[src/sv/i2ctrf_pkg.sv]
// shared constants, codes and control types of the i2c target register file
package i2ctrf_pkg;

   // size of the register map and of the bus staging buffer
   localparam int REG_ENTRIES = 32;
   localparam int STAGE_DEPTH = REG_ENTRIES + 1;

   // item field widths
   localparam int KIND_W = 3;
   localparam int ADDR_W = 8;
   localparam int DATA_W = 8;
   localparam int LEN_W  = 7;

   // derived widths
   localparam int REG_AW = (REG_ENTRIES > 1) ? $clog2(REG_ENTRIES) : 1;
   localparam int STG_AW = $clog2(STAGE_DEPTH);
   localparam int STG_CW = $clog2(STAGE_DEPTH + 1);
   localparam int EXT_W  = ADDR_W + 1;

   // item kinds
   typedef enum logic [KIND_W-1:0] {
      KIND_START = 3'd0,
      KIND_BYTE  = 3'd1,
      KIND_STOP  = 3'd2,
      KIND_READ  = 3'd3,
      KIND_WRITE = 3'd4
   } kind_type;

   // what goes into the result register
   typedef enum logic [2:0] {
      OUT_EMPTY_OK = 3'd0,
      OUT_ERR      = 3'd1,
      OUT_WRITE_OK = 3'd2,
      OUT_COMMIT   = 3'd3,
      OUT_READ     = 3'd4
   } out_sel_type;

   typedef struct packed {
      logic        stg_clr;
      logic        stg_push;
      logic        load_stop;
      logic        copy_step;
      logic        rd_start;
      logic        rd_step;
      logic        wr_local;
      logic        out_load;
      out_sel_type out_sel;
   } cmd_type;

   typedef struct packed {
      logic stg_few;
      logic sa_bad;
      logic addr_bad;
      logic len_zero;
      logic rem_last;
      logic out_free;
   } status_type;

endpackage

[src/sv/i2ctrf_ram.sv]
// generic single-port-write, single-port-read ram with registered read data
module i2ctrf_ram #(
   parameter int WIDTH = 8,
   parameter int DEPTH = 32,
   localparam int AW = (DEPTH > 1) ? $clog2(DEPTH) : 1
) (
   input  logic             clock,
   input  logic             wr_en,
   input  logic [AW-1:0]    wr_addr,
   input  logic [WIDTH-1:0] wr_data,
   input  logic [AW-1:0]    rd_addr,
   output logic [WIDTH-1:0] rd_data
);

   logic [WIDTH-1:0] mem_ff [DEPTH];
   logic [WIDTH-1:0] rd_data_ff;

   always_ff @(posedge clock) begin
      if (wr_en) begin
         mem_ff[wr_addr] <= wr_data;
      end
      rd_data_ff <= mem_ff[rd_addr];
   end

   assign rd_data = rd_data_ff;

endmodule

[src/sv/i2ctrf_ctrl.sv]
// controller state machine: decodes items and sequences commit and read walks
module i2ctrf_ctrl (
   input  logic                            clock,
   input  logic                            reset,
   input  logic                            req_valid,
   output logic                            req_ready,
   input  logic [i2ctrf_pkg::KIND_W-1:0]   req_kind,
   input  i2ctrf_pkg::status_type          status,
   output i2ctrf_pkg::cmd_type             cmd
);

   typedef enum logic [3:0] {
      ST_IDLE  = 4'b0001,
      ST_SADDR = 4'b0010,
      ST_COPY  = 4'b0100,
      ST_READ  = 4'b1000
   } state_type;

   state_type state_ff;
   state_type state_in;
   logic      accept;

   assign req_ready = (state_ff == ST_IDLE) && status.out_free;
   assign accept    = req_valid && req_ready;

   always_comb begin
      state_in = state_ff;
      cmd      = '0;
      cmd.out_sel = i2ctrf_pkg::OUT_EMPTY_OK;
      unique case (state_ff)
         ST_IDLE: begin
            if (accept) begin
               unique case (req_kind)
                  i2ctrf_pkg::KIND_START: begin
                     cmd.stg_clr = 1'b1;
                  end
                  i2ctrf_pkg::KIND_BYTE: begin
                     cmd.stg_push = 1'b1;
                  end
                  i2ctrf_pkg::KIND_STOP: begin
                     if (status.stg_few) begin
                        cmd.stg_clr  = 1'b1;
                        cmd.out_load = 1'b1;
                        cmd.out_sel  = i2ctrf_pkg::OUT_EMPTY_OK;
                     end else begin
                        state_in = ST_SADDR;
                     end
                  end
                  i2ctrf_pkg::KIND_READ: begin
                     if (status.addr_bad) begin
                        cmd.out_load = 1'b1;
                        cmd.out_sel  = i2ctrf_pkg::OUT_ERR;
                     end else if (status.len_zero) begin
                        cmd.out_load = 1'b1;
                        cmd.out_sel  = i2ctrf_pkg::OUT_EMPTY_OK;
                     end else begin
                        cmd.rd_start = 1'b1;
                        state_in     = ST_READ;
                     end
                  end
                  i2ctrf_pkg::KIND_WRITE: begin
                     cmd.out_load = 1'b1;
                     if (status.addr_bad) begin
                        cmd.out_sel = i2ctrf_pkg::OUT_ERR;
                     end else begin
                        cmd.wr_local = 1'b1;
                        cmd.out_sel  = i2ctrf_pkg::OUT_WRITE_OK;
                     end
                  end
                  default: begin
                  end
               endcase
            end
         end
         ST_SADDR: begin
            // staged start address is on the staging read port now
            cmd.stg_clr = 1'b1;
            if (status.sa_bad) begin
               cmd.out_load = 1'b1;
               cmd.out_sel  = i2ctrf_pkg::OUT_ERR;
               state_in     = ST_IDLE;
            end else begin
               cmd.load_stop = 1'b1;
               state_in      = ST_COPY;
            end
         end
         ST_COPY: begin
            cmd.copy_step = 1'b1;
            if (status.rem_last) begin
               cmd.out_load = 1'b1;
               cmd.out_sel  = i2ctrf_pkg::OUT_COMMIT;
               state_in     = ST_IDLE;
            end
         end
         ST_READ: begin
            if (status.out_free) begin
               cmd.rd_step  = 1'b1;
               cmd.out_load = 1'b1;
               cmd.out_sel  = i2ctrf_pkg::OUT_READ;
               if (status.rem_last) begin
                  state_in = ST_IDLE;
               end
            end
         end
         default: begin
            state_in = ST_IDLE;
         end
      endcase
   end

   always_ff @(posedge clock) begin
      if (reset) begin
         state_ff <= ST_IDLE;
      end else begin
         state_ff <= state_in;
      end
   end

endmodule

[src/sv/i2ctrf_datapath.sv]
// datapath: staging buffer, register store, walk counters and result register
module i2ctrf_datapath (
   input  logic                            clock,
   input  logic                            reset,
   input  logic [i2ctrf_pkg::ADDR_W-1:0]   req_address,
   input  logic [i2ctrf_pkg::DATA_W-1:0]   req_byte_in,
   input  logic [i2ctrf_pkg::LEN_W-1:0]    req_read_len,
   input  i2ctrf_pkg::cmd_type             cmd,
   output i2ctrf_pkg::status_type          status,
   output logic                            rsp_valid,
   input  logic                            rsp_ready,
   output logic [i2ctrf_pkg::DATA_W-1:0]   rsp_read_byte,
   output logic                            rsp_status,
   output logic [i2ctrf_pkg::LEN_W-1:0]    rsp_count,
   output logic                            rsp_last
);

   localparam logic [i2ctrf_pkg::EXT_W-1:0] REG_LIM =
      i2ctrf_pkg::EXT_W'(i2ctrf_pkg::REG_ENTRIES);
   localparam logic [i2ctrf_pkg::STG_CW-1:0] STG_FULL =
      i2ctrf_pkg::STG_CW'(i2ctrf_pkg::STAGE_DEPTH);

   // staging side
   logic [i2ctrf_pkg::STG_CW-1:0] stg_cnt_ff, stg_cnt_in;
   logic [i2ctrf_pkg::STG_AW-1:0] src_ptr_ff, src_ptr_in;
   logic                          stg_we;
   logic [i2ctrf_pkg::DATA_W-1:0] stg_rd_data;

   // register store side
   logic [i2ctrf_pkg::REG_AW-1:0]      dst_ptr_ff, dst_ptr_in;
   logic [i2ctrf_pkg::REG_AW-1:0]      rd_ptr_ff, rd_ptr_in;
   logic [i2ctrf_pkg::REG_ENTRIES-1:0] reg_vld_ff, reg_vld_in;
   logic                               reg_we;
   logic [i2ctrf_pkg::REG_AW-1:0]      reg_waddr;
   logic [i2ctrf_pkg::DATA_W-1:0]      reg_wdata;
   logic [i2ctrf_pkg::DATA_W-1:0]      reg_rd_data;
   logic [i2ctrf_pkg::DATA_W-1:0]      reg_byte;

   // walk length and reported count
   logic [i2ctrf_pkg::LEN_W-1:0] rem_ff, rem_in;
   logic [i2ctrf_pkg::LEN_W-1:0] cnt_ff, cnt_in;

   // length arithmetic
   logic [i2ctrf_pkg::EXT_W-1:0] addr_ext, rd_avail, rd_want, rd_n;
   logic [i2ctrf_pkg::EXT_W-1:0] sa_ext, wr_avail, wr_staged, wr_n;

   // result register
   logic                          rsp_valid_ff, rsp_valid_in;
   logic [i2ctrf_pkg::DATA_W-1:0] read_byte_ff, read_byte_in;
   logic                          status_ff, status_in;
   logic [i2ctrf_pkg::LEN_W-1:0]  count_ff, count_in;
   logic                          last_ff, last_in;
   logic                          out_free;

   i2ctrf_ram #(
      .WIDTH (i2ctrf_pkg::DATA_W),
      .DEPTH (i2ctrf_pkg::STAGE_DEPTH)
   ) u_stage_ram (
      .clock   (clock),
      .wr_en   (stg_we),
      .wr_addr (stg_cnt_ff[i2ctrf_pkg::STG_AW-1:0]),
      .wr_data (req_byte_in),
      .rd_addr (src_ptr_in),
      .rd_data (stg_rd_data)
   );

   i2ctrf_ram #(
      .WIDTH (i2ctrf_pkg::DATA_W),
      .DEPTH (i2ctrf_pkg::REG_ENTRIES)
   ) u_reg_ram (
      .clock   (clock),
      .wr_en   (reg_we),
      .wr_addr (reg_waddr),
      .wr_data (reg_wdata),
      .rd_addr (rd_ptr_in),
      .rd_data (reg_rd_data)
   );

   // local read length, clipped at the end of the map
   assign addr_ext = {1'b0, req_address};
   assign rd_avail = REG_LIM - addr_ext;
   assign rd_want  = i2ctrf_pkg::EXT_W'(req_read_len);
   assign rd_n     = (rd_want > rd_avail) ? rd_avail : rd_want;

   // bus commit length from staged start address
   assign sa_ext    = {1'b0, stg_rd_data};
   assign wr_avail  = REG_LIM - sa_ext;
   assign wr_staged = i2ctrf_pkg::EXT_W'(stg_cnt_ff) - i2ctrf_pkg::EXT_W'(1);
   assign wr_n      = (wr_staged > wr_avail) ? wr_avail : wr_staged;

   assign out_free = !rsp_valid_ff || rsp_ready;

   always_comb begin
      status.stg_few  = stg_cnt_ff < i2ctrf_pkg::STG_CW'(2);
      status.sa_bad   = sa_ext >= REG_LIM;
      status.addr_bad = addr_ext >= REG_LIM;
      status.len_zero = rd_n == '0;
      status.rem_last = rem_ff == i2ctrf_pkg::LEN_W'(1);
      status.out_free = out_free;
   end

   assign stg_we = cmd.stg_push && (stg_cnt_ff < STG_FULL);

   always_comb begin
      stg_cnt_in = stg_cnt_ff;
      if (cmd.stg_clr) begin
         stg_cnt_in = '0;
      end else if (stg_we) begin
         stg_cnt_in = stg_cnt_ff + i2ctrf_pkg::STG_CW'(1);
      end
   end

   // staging read data always shows the entry at src_ptr_ff
   always_comb begin
      src_ptr_in = src_ptr_ff;
      if (cmd.load_stop) begin
         src_ptr_in = i2ctrf_pkg::STG_AW'(1);
      end else if (cmd.copy_step) begin
         src_ptr_in = status.rem_last ? '0 : src_ptr_ff + i2ctrf_pkg::STG_AW'(1);
      end
   end

   always_comb begin
      dst_ptr_in = dst_ptr_ff;
      if (cmd.load_stop) begin
         dst_ptr_in = stg_rd_data[i2ctrf_pkg::REG_AW-1:0];
      end else if (cmd.copy_step) begin
         dst_ptr_in = dst_ptr_ff + i2ctrf_pkg::REG_AW'(1);
      end
   end

   // register read data always shows the entry at rd_ptr_ff
   always_comb begin
      rd_ptr_in = rd_ptr_ff;
      if (cmd.rd_start) begin
         rd_ptr_in = req_address[i2ctrf_pkg::REG_AW-1:0];
      end else if (cmd.rd_step && !status.rem_last) begin
         rd_ptr_in = rd_ptr_ff + i2ctrf_pkg::REG_AW'(1);
      end
   end

   always_comb begin
      rem_in = rem_ff;
      cnt_in = cnt_ff;
      if (cmd.load_stop) begin
         rem_in = wr_n[i2ctrf_pkg::LEN_W-1:0];
         cnt_in = wr_n[i2ctrf_pkg::LEN_W-1:0];
      end else if (cmd.rd_start) begin
         rem_in = rd_n[i2ctrf_pkg::LEN_W-1:0];
         cnt_in = rd_n[i2ctrf_pkg::LEN_W-1:0];
      end else if (cmd.copy_step || cmd.rd_step) begin
         rem_in = rem_ff - i2ctrf_pkg::LEN_W'(1);
      end
   end

   // register store write port, shared by commit walk and local write
   assign reg_we    = cmd.copy_step || cmd.wr_local;
   assign reg_waddr = cmd.copy_step ? dst_ptr_ff : req_address[i2ctrf_pkg::REG_AW-1:0];
   assign reg_wdata = cmd.copy_step ? stg_rd_data : req_byte_in;

   always_comb begin
      reg_vld_in = reg_vld_ff;
      if (reg_we) begin
         reg_vld_in[reg_waddr] = 1'b1;
      end
   end

   // entries not written since reset read as zero
   assign reg_byte = reg_vld_ff[rd_ptr_ff] ? reg_rd_data : '0;

   always_comb begin
      rsp_valid_in = rsp_valid_ff;
      read_byte_in = read_byte_ff;
      status_in    = status_ff;
      count_in     = count_ff;
      last_in      = last_ff;
      if (cmd.out_load) begin
         rsp_valid_in = 1'b1;
         read_byte_in = '0;
         status_in    = 1'b0;
         count_in     = '0;
         last_in      = 1'b1;
         case (cmd.out_sel)
            i2ctrf_pkg::OUT_ERR: begin
               status_in = 1'b1;
            end
            i2ctrf_pkg::OUT_WRITE_OK: begin
               count_in = i2ctrf_pkg::LEN_W'(1);
            end
            i2ctrf_pkg::OUT_COMMIT: begin
               count_in = cnt_ff;
            end
            i2ctrf_pkg::OUT_READ: begin
               read_byte_in = reg_byte;
               count_in     = cnt_ff;
               last_in      = status.rem_last;
            end
            default: begin
            end
         endcase
      end else if (rsp_ready) begin
         rsp_valid_in = 1'b0;
      end
   end

   always_ff @(posedge clock) begin
      if (reset) begin
         stg_cnt_ff   <= '0;
         src_ptr_ff   <= '0;
         reg_vld_ff   <= '0;
         rem_ff       <= '0;
         rsp_valid_ff <= 1'b0;
      end else begin
         stg_cnt_ff   <= stg_cnt_in;
         src_ptr_ff   <= src_ptr_in;
         reg_vld_ff   <= reg_vld_in;
         rem_ff       <= rem_in;
         rsp_valid_ff <= rsp_valid_in;
      end
   end

   always_ff @(posedge clock) begin
      dst_ptr_ff   <= dst_ptr_in;
      rd_ptr_ff    <= rd_ptr_in;
      cnt_ff       <= cnt_in;
      read_byte_ff <= read_byte_in;
      status_ff    <= status_in;
      count_ff     <= count_in;
      last_ff      <= last_in;
   end

   assign rsp_valid     = rsp_valid_ff;
   assign rsp_read_byte = read_byte_ff;
   assign rsp_status    = status_ff;
   assign rsp_count     = count_ff;
   assign rsp_last      = last_ff;

`ifndef SYNTHESIS
   a_no_overwrite: assert property (@(posedge clock) disable iff (reset)
      cmd.out_load |-> out_free)
      else $error("result register loaded while a result is pending");

   a_copy_quiet: assert property (@(posedge clock) disable iff (reset)
      cmd.copy_step |-> !rsp_valid_ff)
      else $error("commit walk running with a result pending");

   a_walk_rewinds: assert property (@(posedge clock) disable iff (reset)
      cmd.copy_step && status.rem_last |=> src_ptr_ff == '0)
      else $error("staging pointer not rewound after commit");

   a_full_drop: assert property (@(posedge clock) disable iff (reset)
      cmd.stg_push && !cmd.stg_clr && stg_cnt_ff == STG_FULL |=> stg_cnt_ff == STG_FULL)
      else $error("byte taken into a full staging buffer");
`endif

endmodule

[src/sv/i2c_target_register_file.sv]
// top level of the i2c target register file: controller plus datapath
// start, byte and unused kinds finish in the accept cycle with no result;
//   a local write, short stop or refused/empty read shows its result in the cycle after accept
// stop commit: ST_SADDR, then n bytes copied one per cycle through the store write port;
//   a local read registers its pointer, then gives one byte per cycle unless rsp_ready holds it
// one item at a time; the next item is taken once the last result leaves
// reset: synchronous, clears the state machine, staged count and store valid flags (store reads 0)
module i2c_target_register_file (
   input  logic                            clock,
   input  logic                            reset,
   // request channel
   input  logic                            req_valid,
   output logic                            req_ready,
   input  logic [i2ctrf_pkg::KIND_W-1:0]   req_kind,
   input  logic [i2ctrf_pkg::ADDR_W-1:0]   req_address,
   input  logic [i2ctrf_pkg::DATA_W-1:0]   req_byte_in,
   input  logic [i2ctrf_pkg::LEN_W-1:0]    req_read_len,
   // response channel
   output logic                            rsp_valid,
   input  logic                            rsp_ready,
   output logic [i2ctrf_pkg::DATA_W-1:0]   rsp_read_byte,
   output logic                            rsp_status,
   output logic [i2ctrf_pkg::LEN_W-1:0]    rsp_count,
   output logic                            rsp_last
);

   // command and status between the two halves
   i2ctrf_pkg::cmd_type    cmd;
   i2ctrf_pkg::status_type status;

   // state machine: decodes the item kind, walks stop commits and local reads
   i2ctrf_ctrl u_ctrl (
      .clock     (clock),
      .reset     (reset),
      .req_valid (req_valid),
      .req_ready (req_ready),
      .req_kind  (req_kind),
      .status    (status),
      .cmd       (cmd)
   );

   // storage, length clipping and the result register
   i2ctrf_datapath u_datapath (
      .clock         (clock),
      .reset         (reset),
      .req_address   (req_address),
      .req_byte_in   (req_byte_in),
      .req_read_len  (req_read_len),
      .cmd           (cmd),
      .status        (status),
      .rsp_valid     (rsp_valid),
      .rsp_ready     (rsp_ready),
      .rsp_read_byte (rsp_read_byte),
      .rsp_status    (rsp_status),
      .rsp_count     (rsp_count),
      .rsp_last      (rsp_last)
   );

endmodule

[config.mk]
export PLATFORM = sky130hd
export DESIGN_NAME = i2c_target_register_file
export DESIGN_NICKNAME = d
export VERILOG_FILES = /design/src/sv/i2ctrf_pkg.sv /design/src/sv/i2ctrf_ram.sv /design/src/sv/i2ctrf_ctrl.sv /design/src/sv/i2ctrf_datapath.sv /design/src/sv/i2c_target_register_file.sv
export SDC_FILE = /design/constraint.sdc
export NUM_CORES = 1
export LEC_CHECK = 0
export ABC_AREA = 1
export BUFFER_PORTS_ARGS = -buffer_cell sky130_fd_sc_hd__buf_2
export CAP_MARGIN = 20
export CORE_MARGIN = 4
export CORE_UTILIZATION = 37
export DETAILED_ROUTE_END_ITERATION = 10
export MAX_ROUTING_LAYER = met4
export PLACE_DENSITY_LB_ADDON = 0.1
export SLEW_MARGIN = 20
export SYNTH_ARGS = -nofsm -noshare
export SYNTH_HDL_FRONTEND = slang
export SYNTH_SLANG_ARGS = --single-unit
[constraint.sdc]
create_clock -name clock -period 4.9 [get_ports clock]
set_input_delay 0.245 -clock clock [delete_from_list [all_inputs] [get_ports clock]]
set_output_delay 0.245 -clock clock [all_outputs]
set_load 0.05 [all_outputs]
==> results_dict.tcl <==
set metrics [dict create \
    slew_headroom 0.252 \
    critPathArrivalTime_ps 4550 \
    synth_nets 2675 \
    seq_area_frac_synth 0.657 \
    avgViaCountPerCell 5.14 \
    ios 49 \
    finClkSkew_ps 18.4 \
    firstDrtPassIters 5 \
    synth_edf_count 549 \
    core_area_sq_um 73200 \
    layout.area.seq_sq_um 18000 \
    wl_per_cell_um 21.0 \
    rr_endpoint "u_datapath.u_reg_ram.rd_data[1]" \
    h-tree-depth 3 \
    critPathLaunchType "input port" \
    fin_crit_ps 4000 \
    port_buffers 48 \
    first_global_vias 18722 \
    multi_input_area_sq_um 7610 \
    nFillCells 6986 \
    final.period_utilization 0.816 \
    drt_iter0_drc 1444 \
    grt_pass1_wl_um 117000 \
    synth_async_sr_flop_share 0 \
    rsz0062_at_grt "false" \
    path_clk_slew_ps 60 \
    cts_tree "yes" \
    final_layout_size_suffix_gt1_frac 0.0896 \
    synth.area.top_cells "edfxtp_1 (60%), nand3_1 (5.9%), dfxtp_1 (5.6%)" \
    fp.dieH_um 280 \
    tightest_slew_ps 1120 \
    worstSkewPairLatency_ps 620 \
    cts-resized-gates 0 \
    synthToLayoutAreaGrowth_pct 13.2 \
    routed_wl_um 77200 \
    hpwl_um 48200 \
    status "finished clean" \
    path_max_fanout 32 \
    die_w_um 280 \
    hold_viol 0 \
    synth.yosys.warnings 0 \
    synth-seq-cells 626 \
    leakagePower_nw 12.0 \
    vdd_drop_max_v 0.000304 \
    start_util 0.375 \
    post_cts_buffers 0 \
    hold_end "u_datapath.rsp_valid" \
    cts_buffers 71 \
    synth_flop_cell "edfxtp_1" \
    syn_inst 2620 \
    gr-total-overflow 0 \
    cts_root_buffer "clkbuf_16" \
    holdBufCountCts 1 \
    drc 0 \
    cts.sinks 626 \
    clock.fmax_mhz 250 \
    slew_violations 0 \
    syn-cell-area_sq_um 27400 \
    setup_tns_ps 0 \
    ant_nets 0 \
    synth_top_cells_by_count "edfxtp_1 (549), nand2_1 (396), inv_1 (351)" \
    placed_area_sq_um 28900 \
    vias 18935 \
    design_area_sq_um 31100 \
    place.gp.congestion 0.897 \
    cp_data_required_time_ps 5450 \
    synthDominantCellAreaShare 0.601 \
    setup_viol 0 \
    antenna_found_initial 1 \
    final_nets 2726 \
    powerDensity_nw_per_um2 459 \
    grt_max_degree 130 \
    worstHoldPathType "input port to register" \
    die-area_sq_um 78600 \
    synthDistinctLibCells 52 \
    drv_cap 0 \
    regToRegSetupSlack_ps 1180 \
    synth_largest_area_cell "edfxtp_1" \
    grt.total_usage 0.201 \
    clockBufferDepth 3 \
    num_rows 99 \
    endpoint_kind "register" \
    worst-setup-path-type "input port to register" \
    synth_most_common_cell "edfxtp_1" \
    reg2reg_from "u_datapath.rd_ptr_ff[0]" \
    hold_start "rsp_ready" \
    worstHoldPathCells 4 \
    n_antenna_cell 0 \
    rr_worst_depth 10 \
    avgSynthCellArea_sq_um 10.5 \
]
## worst max-delay path by stage
stage / slack (ps) / start / end
floorplan: 1660 / req_address[0] / u_datapath.rsp_valid
global placement: 400 / req_address[1] / u_datapath.u_reg_ram.rd_data[3]
detailed placement: 330 / req_address[1] / u_datapath.u_reg_ram.rd_data[3]
CTS: 970 / req_address[1] / u_datapath.u_reg_ram.rd_data[3]
global route: 640 / req_address[1] / u_datapath.u_reg_ram.rd_data[1]
finish: 900 / req_address[1] / u_datapath.u_reg_ram.rd_data[1]
## layout make-up
type / count / share of cell area
Clock inverter: 33 / 0.00761
Inverter: 364 / 0.0440
Timing Repair Buffer: 97 / 0.0233
Clock buffer: 93 / 0.0615
Tap cell: 959 / 0.0386
Sequential cell: 626 / 0.580
Multi-Input combinational cell: 1511 / 0.245
## placed cells by master (no fill, tap or decap), types with 20 or more instances in the layout
cell type / netlist / routed
o21ai_0: 175 / 168
a21oi_1: 30 / 30
ha_1: 25 / 25
o211ai_1: 58 / 58
nand3b_1: 24 / 24
buf_4: 17 / 39
o22ai_1: 30 / 30
dfxtp_1: 77 / 77
xor2_1: 20 / 20
o21bai_1: 21 / 21
clkbuf_16: 0 / 72
inv_1: 351 / 350
nor2_1: 314 / 313
edfxtp_1: 549 / 549
nand2_1: 396 / 394
buf_2: 26 / 48
nand3_1: 322 / 321
## worst max-delay path, stage by stage
cell     delay (ps)
buf_2           150
inv_1            90
ha_1            150
inv_1            60
nor2_2          120
inv_1            80
o21ai_0         150
nand2_1         110
ha_1            310
nand2_1          50
nor2_1          110
nand2_1          70
nand2_1         170
nand3_2         220
o21ai_1         260
nor2_2           90
nand2_4         100
nand3_4         230
nand2_2         200
inv_2            60
nor2_4          400
buf_12          290
nand3_1         150
nand3_1          90
nand3_1         130
nand2_1         170
nand2_1         170
nand2_1         100
## logic make-up (layout without fill, tap and decap cells)
family                   Yosys count  count (layout)  synth area share
AND/OR/NAND/NOR                 1105            1105             0.175
adder cells (fa/ha/maj)           25              25            0.0114
XOR/XNOR                          24              24           0.00766
AO/OA/AOI/OAI                    357             357            0.0787
buffers and inverters            483             587            0.0699
flip-flops                       626             626             0.657
## through the flow
| stage | utilization | setup slack, ps | hold WS, ps | total power (W) | std cells |
|---|---|---|---|---|---|
| final | 0.424 | 902 | 62.0 | 0.0143 | 3683 |
| after global placement | 0.395 | 400 | 431 | 0.00945 | 3556 |
| after floorplan | - | 1660 | 344 | 0.00833 | 2620 |
| after global routing | 0.424 | 635 | 105 | 0.0150 | 3683 |
| after detailed placement | 0.395 | 333 | 435 | 0.00944 | 3556 |
| after CTS | 0.424 | 967 | 29.1 | 0.0144 | 3683 |
## power by group
part	total, W	internal, W	leakage (nW)	switching (W)
sequential	0.00604	0.00593	5.57	0.000111
clock	0.00495	0.00281	1.05	0.00214
combinational	0.00327	0.000921	5.36	0.00235
## sequential cells by signal, summed over array words and instances, names as in the netlist
signal	count
u_datapath.u_reg_ram.mem_ff	256
u_datapath.u_reg_ram.rd_data	8
u_ctrl.state_ff	4
u_datapath.rsp_last	1
u_datapath.rem_ff	7
u_datapath.rsp_valid	1
u_datapath.stg_cnt_ff	6
u_datapath.rsp_status	1
u_datapath.rsp_read_byte	8
u_datapath.rd_ptr_ff	5
u_datapath.u_stage_ram.mem_ff	264
u_datapath.reg_vld_ff	32
u_datapath.rsp_count	7
u_datapath.u_stage_ram.rd_data	8
u_datapath.dst_ptr_ff	5
u_datapath.src_ptr_ff	6
u_datapath.cnt_ff	7
## metal layers
layer | global-route usage | share of wire | vias up
met4 | 0.0561 | 0.029 | 0
li1 | - | - | 9057
met3 | 0.0300 | 0.040 | 134
met1 | 0.255 | 0.44 | 9262
met5 | - | 0 | -
met2 | 0.338 | 0.49 | 482
Note: power is estimated with default switching activity, not from simulation.
